`config.mk`:
```
export PLATFORM = sky130hd
export DESIGN_NAME = three_wire_serial_master_unit
export DESIGN_NICKNAME = d
export VERILOG_FILES = /design/src/sv/tws_pkg.sv /design/src/sv/tws_front.sv /design/src/sv/tws_engine.sv /design/src/sv/three_wire_serial_master_unit.sv
export SDC_FILE = /design/constraint.sdc
export NUM_CORES = 1
export LEC_CHECK = 0
export ABC_AREA = 1
export BUFFER_PORTS_ARGS = -buffer_cell sky130_fd_sc_hd__buf_4
export CAP_MARGIN = 10
export CORE_MARGIN = 5
export CORE_UTILIZATION = 37
export DETAILED_ROUTE_END_ITERATION = 10
export PLACE_DENSITY_LB_ADDON = 0.12
export SYNTH_ARGS = -nofsm -noshare
export SYNTH_HDL_FRONTEND = slang
export SYNTH_HIERARCHICAL = 1
export SYNTH_SLANG_ARGS = --single-unit
```
`constraint.sdc`:
```
create_clock -name clock -period 2.5 [get_ports clock]
set_clock_uncertainty 0.1 [all_clocks]
set_input_delay 0.75 -clock clock [delete_from_list [all_inputs] [get_ports clock]]
set_output_delay 0.75 -clock clock [all_outputs]
set_load 0.02 [all_outputs]
```
`src/sv/tws_pkg.sv`:
```
`default_nettype none
package tws_pkg;

   // Transfer phases of the serial engine
   typedef enum logic [2:0] {
      PH_IDLE    = 3'd0,
      PH_PREP    = 3'd1,
      PH_SEND_LO = 3'd2,
      PH_SEND_HI = 3'd3,
      PH_READ_HI = 3'd4,
      PH_READ_LO = 3'd5
   } phase_type;

   // Request action codes
   localparam logic ACT_TICK  = 1'b0;
   localparam logic ACT_START = 1'b1;

   localparam logic [7:0] HALF_PERIOD_RESET = 8'd2;
   localparam logic [7:0] HALF_COUNT_MAX    = 8'd255;
   localparam logic [3:0] CMD_LAST_BIT      = 4'd7;
   localparam logic [3:0] DATA_FIRST_BIT    = 4'd8;
   localparam logic [3:0] LAST_BIT          = 4'd15;

   // One classified request as it sits in the queue
   typedef struct packed {
      logic       start;
      logic [7:0] command_byte;
      logic [7:0] write_value;
      logic       is_read;
      logic       data_pin_in;
   } item_type;

   // Queue head as seen by the engine
   typedef struct packed {
      logic     valid;
      item_type item;
   } head_type;

endpackage
`default_nettype wire

```
`src/sv/tws_front.sv`:
```
`default_nettype none
module tws_front
   import tws_pkg::*;
(
   input  wire logic       clock,
   input  wire logic       reset,
   input  wire logic       req_valid,
   output logic            req_stall,
   input  wire logic       req_action,
   input  wire logic [7:0] req_command_byte,
   input  wire logic [7:0] req_write_value,
   input  wire logic       req_is_read,
   input  wire logic       req_data_pin_in,
   output head_type        head,
   input  wire logic       head_pop
);

   item_type   slot_ff [2];
   logic       wr_ptr_ff, wr_ptr_in;
   logic       rd_ptr_ff, rd_ptr_in;
   logic [1:0] count_ff, count_in;
   logic       push;
   item_type   new_item;

   assign req_stall = (count_ff == 2'd2);
   assign push      = req_valid & ~req_stall;

   // Classify: a start versus a tick of time
   always_comb begin
      new_item.start        = (req_action == ACT_START);
      new_item.command_byte = req_command_byte;
      new_item.write_value  = req_write_value;
      new_item.is_read      = req_is_read;
      new_item.data_pin_in  = req_data_pin_in;
   end

   assign head.valid = (count_ff != 2'd0);
   assign head.item  = slot_ff[rd_ptr_ff];

   always_comb begin
      wr_ptr_in = wr_ptr_ff ^ push;
      rd_ptr_in = rd_ptr_ff ^ head_pop;
      count_in  = count_ff + {1'b0, push} - {1'b0, head_pop};
   end

   always_ff @(posedge clock) begin
      if (reset) begin
         wr_ptr_ff <= 1'b0;
         rd_ptr_ff <= 1'b0;
         count_ff  <= 2'd0;
      end else begin
         wr_ptr_ff <= wr_ptr_in;
         rd_ptr_ff <= rd_ptr_in;
         count_ff  <= count_in;
      end
   end

   always_ff @(posedge clock) begin
      if (push) begin
         slot_ff[wr_ptr_ff] <= new_item;
      end
   end

endmodule
`default_nettype wire

```
`src/sv/tws_engine.sv`:
```
`default_nettype none
module tws_engine
   import tws_pkg::*;
(
   input  wire logic       clock,
   input  wire logic       reset,
   input  wire logic       csr_write_enable,
   input  wire logic [7:0] csr_write_data,
   input  wire head_type   head,
   output logic            head_pop,
   output logic            rsp_valid,
   input  wire logic       rsp_stall,
   output logic            rsp_enable_pin,
   output logic            rsp_clock_pin,
   output logic            rsp_data_pin_out,
   output logic            rsp_data_pin_drive,
   output logic            rsp_busy_res,
   output logic            rsp_done_res,
   output logic [7:0]      rsp_read_value
);

   logic [7:0] half_period_ff;
   phase_type  phase_ff, phase_in;
   logic [3:0] bit_count_ff, bit_count_in;
   logic [7:0] half_count_ff, half_count_in;
   logic [7:0] send_shift_ff, send_shift_in;
   logic [7:0] pending_ff, pending_in;
   logic [7:0] receive_shift_ff, receive_shift_in;
   logic       reading_ff, reading_in;
   logic       done_in;

   logic       rsp_valid_ff, rsp_valid_in;
   logic       en_ff, en_in;
   logic       clk_ff, clk_in;
   logic       dout_ff, dout_in;
   logic       drv_ff, drv_in;
   logic       busy_ff, busy_in;
   logic       done_ff;
   logic [7:0] read_value_ff, read_value_in;

   logic [7:0] half_len;
   logic       half_over;
   logic [7:0] half_bumped;

   assign head_pop = head.valid & (~rsp_valid_ff | ~rsp_stall);

   assign half_len    = (half_period_ff == 8'd0) ? 8'd1 : half_period_ff;
   assign half_over   = (half_count_ff >= half_len);
   assign half_bumped = (half_count_ff < HALF_COUNT_MAX) ? half_count_ff + 8'd1
                                                         : half_count_ff;

   // Next state of the transfer
   always_comb begin
      phase_in         = phase_ff;
      bit_count_in     = bit_count_ff;
      half_count_in    = half_count_ff;
      send_shift_in    = send_shift_ff;
      pending_in       = pending_ff;
      receive_shift_in = receive_shift_ff;
      reading_in       = reading_ff;
      done_in          = 1'b0;
      if (head.item.start) begin
         if (phase_ff == PH_IDLE) begin
            send_shift_in    = head.item.command_byte;
            pending_in       = head.item.write_value;
            reading_in       = head.item.is_read;
            receive_shift_in = 8'd0;
            bit_count_in     = 4'd0;
            half_count_in    = 8'd0;
            phase_in         = PH_PREP;
         end
      end else begin
         case (phase_ff)
            PH_IDLE: begin
            end
            PH_PREP: begin
               bit_count_in  = 4'd0;
               phase_in      = PH_SEND_LO;
               half_count_in = 8'd1;
            end
            PH_SEND_LO: begin
               if (half_over) begin
                  phase_in      = PH_SEND_HI;
                  half_count_in = 8'd1;
               end else begin
                  half_count_in = half_bumped;
               end
            end
            PH_SEND_HI: begin
               if (!half_over) begin
                  half_count_in = half_bumped;
               end else begin
                  send_shift_in = {1'b0, send_shift_ff[7:1]};
                  if (bit_count_ff >= LAST_BIT) begin
                     phase_in      = PH_IDLE;
                     half_count_in = 8'd0;
                     done_in       = 1'b1;
                  end else if (bit_count_ff == CMD_LAST_BIT) begin
                     bit_count_in  = DATA_FIRST_BIT;
                     half_count_in = 8'd1;
                     if (reading_ff) begin
                        phase_in = PH_READ_HI;
                     end else begin
                        send_shift_in = pending_ff;
                        phase_in      = PH_SEND_LO;
                     end
                  end else begin
                     bit_count_in  = bit_count_ff + 4'd1;
                     phase_in      = PH_SEND_LO;
                     half_count_in = 8'd1;
                  end
               end
            end
            PH_READ_HI: begin
               if (half_over) begin
                  phase_in      = PH_READ_LO;
                  half_count_in = 8'd1;
               end else begin
                  half_count_in = half_bumped;
               end
            end
            PH_READ_LO: begin
               if (!half_over) begin
                  half_count_in = half_bumped;
               end else begin
                  receive_shift_in = {head.item.data_pin_in, receive_shift_ff[7:1]};
                  if (bit_count_ff >= LAST_BIT) begin
                     phase_in      = PH_IDLE;
                     half_count_in = 8'd0;
                     done_in       = 1'b1;
                  end else begin
                     bit_count_in  = bit_count_ff + 4'd1;
                     phase_in      = PH_READ_HI;
                     half_count_in = 8'd1;
                  end
               end
            end
            default: begin
               phase_in = PH_IDLE;
            end
         endcase
      end
   end

   // Pin levels after the request
   always_comb begin
      en_in   = 1'b0;
      clk_in  = 1'b0;
      dout_in = 1'b0;
      drv_in  = 1'b0;
      case (phase_in)
         PH_SEND_LO: begin
            en_in   = 1'b1;
            drv_in  = 1'b1;
            dout_in = send_shift_in[0];
         end
         PH_SEND_HI: begin
            en_in   = 1'b1;
            clk_in  = 1'b1;
            drv_in  = 1'b1;
            dout_in = send_shift_in[0];
         end
         PH_READ_HI: begin
            en_in  = 1'b1;
            clk_in = 1'b1;
         end
         PH_READ_LO: begin
            en_in = 1'b1;
         end
         default: begin
         end
      endcase
      busy_in       = (phase_in != PH_IDLE);
      read_value_in = (done_in && reading_in) ? receive_shift_in : 8'd0;
      rsp_valid_in  = head_pop | (rsp_valid_ff & rsp_stall);
   end

   always_ff @(posedge clock) begin
      if (reset) begin
         half_period_ff   <= HALF_PERIOD_RESET;
         phase_ff         <= PH_IDLE;
         bit_count_ff     <= 4'd0;
         half_count_ff    <= 8'd0;
         send_shift_ff    <= 8'd0;
         pending_ff       <= 8'd0;
         receive_shift_ff <= 8'd0;
         reading_ff       <= 1'b0;
         rsp_valid_ff     <= 1'b0;
      end else begin
         if (csr_write_enable) begin
            half_period_ff <= csr_write_data;
         end
         if (head_pop) begin
            phase_ff         <= phase_in;
            bit_count_ff     <= bit_count_in;
            half_count_ff    <= half_count_in;
            send_shift_ff    <= send_shift_in;
            pending_ff       <= pending_in;
            receive_shift_ff <= receive_shift_in;
            reading_ff       <= reading_in;
         end
         rsp_valid_ff <= rsp_valid_in;
      end
   end

   always_ff @(posedge clock) begin
      if (head_pop) begin
         en_ff         <= en_in;
         clk_ff        <= clk_in;
         dout_ff       <= dout_in;
         drv_ff        <= drv_in;
         busy_ff       <= busy_in;
         done_ff       <= done_in;
         read_value_ff <= read_value_in;
      end
   end

   assign rsp_valid          = rsp_valid_ff;
   assign rsp_enable_pin     = en_ff;
   assign rsp_clock_pin      = clk_ff;
   assign rsp_data_pin_out   = dout_ff;
   assign rsp_data_pin_drive = drv_ff;
   assign rsp_busy_res       = busy_ff;
   assign rsp_done_res       = done_ff;
   assign rsp_read_value     = read_value_ff;

endmodule
`default_nettype wire

```
`src/sv/three_wire_serial_master_unit.sv`:
```
// A response is valid once its request has passed the two-entry queue and
// the response register. Throughput: one request per cycle, back to back,
//   while rsp_stall is low; the transfer state updates once per popped request.
// Reset: synchronous, active high; clears queue, transfer state and response
//   valid, and loads the half period register with 2.
`default_nettype none
module three_wire_serial_master_unit
   import tws_pkg::*;
(
   input  wire logic       clock,
   input  wire logic       reset,
   // configuration: half period length in ticks
   input  wire logic       csr_write_enable,
   input  wire logic [7:0] csr_write_data,
   // request channel
   input  wire logic       req_valid,
   output logic            req_stall,
   input  wire logic       req_action,
   input  wire logic [7:0] req_command_byte,
   input  wire logic [7:0] req_write_value,
   input  wire logic       req_is_read,
   input  wire logic       req_data_pin_in,
   // response channel
   output logic            rsp_valid,
   input  wire logic       rsp_stall,
   output logic            rsp_enable_pin,
   output logic            rsp_clock_pin,
   output logic            rsp_data_pin_out,
   output logic            rsp_data_pin_drive,
   output logic            rsp_busy_res,
   output logic            rsp_done_res,
   output logic [7:0]      rsp_read_value
);

   // Head of the two-entry request queue and the engine's pop strobe
   head_type head;
   logic     head_pop;

   // Front: accept requests, tag starts versus ticks, and buffer up to two of
   // them while the response side stalls; once both are full, req_stall rises.
   tws_front u_front (
      .clock            (clock),
      .reset            (reset),
      .req_valid        (req_valid),
      .req_stall        (req_stall),
      .req_action       (req_action),
      .req_command_byte (req_command_byte),
      .req_write_value  (req_write_value),
      .req_is_read      (req_is_read),
      .req_data_pin_in  (req_data_pin_in),
      .head             (head),
      .head_pop         (head_pop)
   );

   // Back: advance the serial transfer one request at a time and hold each
   // response in an output register until it is taken.
   tws_engine u_engine (
      .clock              (clock),
      .reset              (reset),
      .csr_write_enable   (csr_write_enable),
      .csr_write_data     (csr_write_data),
      .head               (head),
      .head_pop           (head_pop),
      .rsp_valid          (rsp_valid),
      .rsp_stall          (rsp_stall),
      .rsp_enable_pin     (rsp_enable_pin),
      .rsp_clock_pin      (rsp_clock_pin),
      .rsp_data_pin_out   (rsp_data_pin_out),
      .rsp_data_pin_drive (rsp_data_pin_drive),
      .rsp_busy_res       (rsp_busy_res),
      .rsp_done_res       (rsp_done_res),
      .rsp_read_value     (rsp_read_value)
   );

endmodule
`default_nettype wire

```
# Word level (Yosys, flattened, before mapping)
# Memories as Yosys holds them, arrays and structs flattened. A register that Yosys moved wholly into a read port is not among the register bits.
# Index checks and enable logic that the tools add are counted.
[op_classes]
reduce_logical = 18
add_sub_neg = 4
n_lt_le_gt_ge = 3
eq_ne = 16
bitwise = 10
muxes = 50
[op_table]
columns = ["cell", "count"]
rows = [
  ["$mux W8", 17],
  ["$mux W3", 10],
  ["$mux W4", 7],
  ["$pmux W8 S3", 1],
  ["$pmux W3 S6", 1],
  ["$mux W1", 13],
  ["$eq A3 B2 Y1 const B", 4],
  ["$eq A3 B3 Y1 const B", 4],
  ["$pmux W4 S3", 1],
  ["$add A8 B1 Y8 const B", 1],
  ["$ge A8 B8 Y1", 1],
  ["$logic_not A8 Y1", 1],
  ["$lt A8 B8 Y1 const B", 1],
  ["$reduce_bool A4 Y1", 2],
  ["$reduce_or A2 Y1", 4],
  ["$reduce_and A7 Y1", 1],
  ["$ne A3 B2 Y1 const B", 2],
  ["$ne A3 B3 Y1 const B", 2],
  ["$reduce_and A3 Y1", 2],
  ["$reduce_bool A2 Y1", 3],
  ["$add A4 B1 Y4 const B", 1],
  ["$eq A4 B3 Y1 const B", 1],
  ["$ge A4 B4 Y1 const B", 1],
  ["$reduce_and A4 Y1", 1],
  ["other kinds (13)", 19],
]
[totals]
output_inout_bits = 16
ramBits = 38
mem_count = 1
elab_cells = 122
reg_bits = 67
inputBits = 32
[mem_list]
columns = ["memory", "words", "width", "read_ports", "rd_clocked_by_memory_dff", "wr", "line", "text"]
rows = [
  ["u_front.slot_ff", 2, 19, 1, 1, 1, "tws_front.sv:18", "item_type slot_ff [2];"],
]

# Longest topological paths before layout
[depth]
word_depth = 9
depth_mapped = 17
depth_no_buf = 17

# Hierarchy
# The synthesis kept the hierarchy.
[by_module_without_submodules]
columns = ["module", "area_per_inst_um2", "instances", "seq_area_each_um2", "cells_per_inst"]
rows = [
  ["tws_engine", 3488.3, 1, 1401.3, 483],
  ["tws_front", 1597.8, 1, 1221.2, 88],
]

# Worst setup path before layout
# No wires, ideal clock.
[synth_path]
path_type = "input port to flip-flop"
start = "in rsp_stall"
end = "reg u_front.count_ff[1]"
setup_time_ns = 0.115
path_stages = 11
arrival_ns = 2.150
setup_slack_ns = 0.135
n_path_buf = 0
t_required_ns = 2.285
cell_sequence = "nand2_1 nand2_2 inv_1 ha_1 inv_1 ha_1 inv_1 nand2_1 nand3_1 nand2_1 nor2_1"
[synth_via]
elab_chain_len = 4
[synth_lines]
columns = ["element", "line", "text"]
rows = [
  ["start, declared", "three_wire_serial_master_unit.sv:25", "input wire logic rsp_stall,"],
  ["$not A1 Y1", "tws_engine.sv:45", "assign head_pop = head.valid & (~rsp_valid_ff | ~rsp_stall);"],
  ["$or A1 B1 Y1", "tws_engine.sv:45", ""],
  ["$and A1 B1 Y1", "tws_engine.sv:45", ""],
  ["named net head_pop", "three_wire_serial_master_unit.sv:37", "logic head_pop;"],
  ["$sub A2 B1 Y2", "tws_front.sv:43", "count_in = count_ff + {1'b0, push} - {1'b0, head_pop};"],
  ["end signal, assigned", "tws_front.sv:54", "count_ff <= count_in;"],
  ["end, declared", "tws_front.sv:21", "logic [1:0] count_ff, count_in;"],
]
# The timed path passes the listed nets, and every way through them passes these cells.
# A chain may end at the register's enable or synchronous reset.

# Final worst setup path
[layout_path]
start = "reg u_engine.half_period_ff[3]"
end = "reg u_engine.clk_ff (netlist: u_engine/rsp_clock_pin), data pin"
[layout_via]
elab_chain_len = 9
word_cells_on_any_way = 13
classes_between = "order compare (1); eq/ne (2); mux (8); reduce/logical (2)"
[layout_lines]
columns = ["element", "line", "text"]
rows = [
  ["start, declared", "tws_engine.sv:22", "logic [7:0] half_period_ff;"],
  ["start signal, assigned", "tws_engine.sv:191", "half_period_ff <= csr_write_data;"],
  ["$logic_not A8 Y1", "tws_engine.sv:47", "assign half_len = (half_period_ff == 8'd0) ? 8'd1 : half_period_ff;"],
  ["$mux W8 (*)", "tws_engine.sv:47", ""],
  ["$ge A8 B8 Y1 (*)", "tws_engine.sv:48", "assign half_over = (half_count_ff >= half_len);"],
  ["$mux W3, on equally long branches", "-", ""],
  ["$pmux W3 S6 (*)", "tws_engine.sv:73", "case (phase_ff)"],
  ["$mux W3 (*)", "tws_engine.sv:62", "if (head.item.start) begin"],
  ["$eq A3 B3 Y1 or $eq A3 B2 Y1 (tied branches)", "tws_engine.sv:151", "case (phase_in)"],
  ["$reduce_or A2 Y1 (no source line) (*)", "-", ""],
  ["$mux W1 (*)", "tws_engine.sv:151", ""],
  ["named net u_engine.clk_in", "tws_engine.sv:34", "logic clk_ff, clk_in;"],
  ["end signal, assigned", "tws_engine.sv:209", "clk_ff <= clk_in;"],
  ["end, declared", "tws_engine.sv:34", ""],
]
# The timed path passes the listed nets; every way through them passes the cells marked *.

==> PnR_summary.wiki <==
{| class="wikitable"
! Metric !! Value
|-
| Result of the run || completed
|-
| Sinks on Clock Net || 105
|-
| Capturing point of the worst reg2reg path || u_engine/rsp_clock_pin
|-
| Clock root cell || clkbuf_16
|-
| DP Wirelength || 7237 µm
|-
| Portion of the post-synthesis area used by sequential elements || 51.56%
|-
| Placed standard-cell area || 5657 µm²
|-
| Largest net degree at the start of global routing || 22
|-
| Final Routed Wirelength || 9970 µm
|-
| Initial antenna violation count || 0
|-
| Worst Hold Class || flop to flop
|-
| Aggregate global-route resource usage || 12.98%
|-
| Die outline width || 127.2 µm
|-
| Number of nets in the synthesized netlist || 617
|-
| Syn Std Cell Area || 5086 µm²
|-
| Final antenna diode count || 0
|-
| Vias || 3713
|-
| Number of hold-repair buffers added at the cts stage || 0
|-
| Unrepaired setup endpoints after global routing || false
|-
| Cell depth of the worst hold path || 2
|-
| Final nets || 673
|-
| Main synth FF type || dfxtp_1
|-
| Clock insertion delay at the later pin of the skew report || 350 ps
|-
| Clock buffer count from CTS || 9
|-
| Setup slack of the most critical reg-to-reg path || 260 ps
|-
| Area of all sequential standard cells || 2623 µm²
|-
| Top area cells in the synthesized netlist || edfxtp_1, dfxtp_1, nand2_1
|-
| Final Wtd Congestion || 0.8427
|-
| Final count of negative-setup-slack endpoints || 0
|-
| Post-route antenna net violation count || 0
|-
| Fill cells || 1308
|-
| Fraction of layout instances using a drive strength above 1 || ~22%
|-
| Combined area of the multi-input logic cells || 2047 µm²
|-
| Total I/O pin count || 48
|-
| CTS tree || done
|-
| Avg Vias per Cell || 4.595
|-
| Actual slew at the worst max-slew pin || 332.6 ps
|-
| DRT iter0 DRCs || 212
|-
| Clk pin slew, worst setup/hold paths || 70 ps
|-
| Worst Hold Path EP || u_engine/pending_ff[0]
|-
| Yosys top cell area share || 30.70%
|-
| Die Y || 127.2 µm
|-
| Final-report hold violation count || 0
|-
| Largest buffer count on any clock path || 2
|-
| Achievable Freq || 446.2 MHz
|-
| Commonest non-fill, non-tap cell in the layout || nand2_1
|-
| Kind of start point of the critical path || flop
|-
| Final count of pins violating max slew || 0
|-
| Row Count || 42
|-
| Critical Setup Path Class || flop to flop
|-
| Top library cells by usage in the layout, fill and taps aside || nand2_1, inv_1, nor2_1
|-
| Post-synth EDFFs || 52
|-
| Final period utilization || between 80% and 90%
|-
| Launching point of the worst reg2reg path || u_engine/half_period_ff[3]
|-
| Worst-case vdd ir drop || slightly above 500 µV
|-
| Cell type of the slowest stage on the worst timing path || dfxtp_1
|-
| First-pass GRT wire length || 16950 µm
|-
| Routed len/inst || 12.34 µm
|-
| Worst-case headroom to the max-slew limit || 77.80%
|-
| Area of the die || 16190 µm²
|-
| H-tree levels || 3
|-
| Core area || roughly 13000 µm²
|-
| Initial core utilization || 38.10%
|-
| Share of flip-flops with an asynchronous set or reset || 0%
|-
| Worst Hold Launch || u_engine/pending_ff[0]
|-
| Power per unit of standard cell area || between 1000 and 1500 nW/µm²
|-
| Number of distinct library cells after synthesis || 40
|-
| Post-detailed-route DRC marker count || 0
|-
| Largest area contributor in the synthesized netlist || edfxtp_1
|-
| Count of mapped cells out of synthesis || 571
|-
| Warnings, synthesis || 6
|-
| Vias in the first global route || 3596
|-
| Required time of the critical path || roughly 2500 ps
|-
| Arr. time, crit path || 2250 ps
|-
| List of cells traversed by the critical path || nor4_2, a41o_1, ha_1, inv_1, nand2_1, nand2_1, nand2_1, nand2_1, nand2_2, nand3_4, a21oi_1, nand2_1, nand2_1, nand2_1, nand2_1, nand2_1
|-
| Final std cell area, no fill || 5982 µm²
|-
| Mapped Avg Cell Area || 8.907 µm²
|-
| IO Port Bufs || 47
|-
| Total grt overflow || 0
|-
| DRT Pass-1 Iters || 4
|-
| Leakage || 2.599 nW
|-
| Highest fanout seen on the critical path || 7
|-
| Synth Register Bits || 105
|-
| Stage delay of the slowest cell on the critical path || between 300 and 400 ps
|-
| Setup crit end kind || flop
|-
| Min Tclk post-route || 2241 ps
|-
| Setup Total Neg Slack || 0 ps
|-
| Cell occurring most often along the worst timing path || nand2_1
|-
| Register-to-Register Path Depth || 16
|-
| Area grow syn2layout || 17.61%
|-
| Count of max-cap constraint violations || 0
|}
synthesized netlist by cell type, types with 9 or more instances:
cell type	count
a21oi_1	40
dfxtp_1	53
edfxtp_1	52
ha_1	14
inv_1	80
inv_2	9
mux2_2	19
nand2_1	106
nand2_2	11
nand3_1	16
nor2_1	60
o21ai_0	45
o21ai_1	11
worst max path at each step:
stage / startpoint / endpoint / slack (ps) / cells past startpoint
after floorplan: rsp_stall / u_front/count_ff[1] / 140 / 11
after global placement: u_engine/half_period_ff[3] / u_engine/rsp_read_value[4] / 230 / 15
after detailed placement: u_engine/half_period_ff[3] / u_engine/rsp_read_value[5] / 210 / 15
after CTS: u_engine/half_period_ff[3] / u_engine/rsp_read_value[5] / 180 / 15
after global routing: u_engine/half_period_ff[3] / u_engine/rsp_enable_pin / 30 / 16
final: u_engine/half_period_ff[3] / u_engine/rsp_clock_pin / 260 / 16
flip-flops by register name, indices dropped and copies added, names as in the netlist:
| register | flops |
|---|---|
| u_engine/pending_ff | 8 |
| u_engine/send_shift_ff | 8 |
| u_front/wr_ptr_ff | 1 |
| u_engine/rsp_read_value | 8 |
| u_engine/rsp_done_res | 1 |
| u_engine/phase_ff | 3 |
| u_engine/rsp_clock_pin | 1 |
| u_engine/rsp_valid | 1 |
| u_engine/half_period_ff | 8 |
| u_front/count_ff | 2 |
| u_front/slot_ff | 38 |
| u_engine/rsp_busy_res | 1 |
| u_engine/rsp_data_pin_drive | 1 |
| u_front/rd_ptr_ff | 1 |
| u_engine/receive_shift_ff | 8 |
| u_engine/reading_ff | 1 |
| u_engine/rsp_enable_pin | 1 |
| u_engine/bit_count_ff | 4 |
| u_engine/rsp_data_pin_out | 1 |
| u_engine/half_count_ff | 8 |
through the flow:
stage	cells	power, mW	hold slack [ps]	worst slack [ps]	utilization [%]
2_1_floorplan	571	4.371	324.6	135.4	-
3_3_place_gp	790	4.956	344.3	230.5	42.38
3_5_place_dp	790	4.985	349.1	205.1	42.38
4_1_cts	806	6.384	359.2	183.7	44.54
5_1_grt	808	6.808	388.5	31.33	44.82
6_report	808	6.313	362.9	258.9	44.82
where the power goes:
part / leakage (nW) / switching, mW / total [mW] / internal [mW]
sequential: 0.927 / 0.189 / 2.51 / 2.33
clock: 0.148 / 0.626 / 1.36 / 0.737
combinational: 1.52 / 1.56 / 2.43 / 0.874
what timing repair did:
item                       4_1_cts  5_1_grt
setup endpoints to repair        0       20
setup buffers                    0        2
gates resized for setup          0       11
layout make-up:
type / instances / area share (%)
clock buffer: 11 / 4.225
timing repair buffer: 58 / 7.488
multi-input combinational: 361 / 34.22
clock inverter: 5 / 0.6066
inverter: 92 / 5.940
tap: 176 / 3.681
sequential: 105 / 43.84
routing by layer:
layer,up-vias,wire length [µm],GRT usage (%),part of all wire (%)
met5,-,0,0,0
met4,0,189,4.227,1.9
met3,13,449,4.215,4.5
met2,54,4645,21.08,47
met1,1667,4684,16.41,47
li1,1979,-,-,-
logic make-up after synthesis:
group / Yosys count / share of synthesized area, %
buffers and inverters: 105 / 8.610
adders and majority gates: 14 / 3.444
and+or+nand+nor: 220 / 20.27
xor gates and xnor gates: 1 / 0.1722
DFF: 105 / 51.56
muxes: 20 / 4.404
AOI/OAI and AO/OA: 106 / 11.54
worst max-delay path: cells and delay by family (launching register included):
kind,cells,cell delay (ps)
fa+ha+maj,1,130
compound gates,2,340
simple gates,12,1060
flops,1,320
buf+inv,1,30
Power figures use the tool's default switching activity.
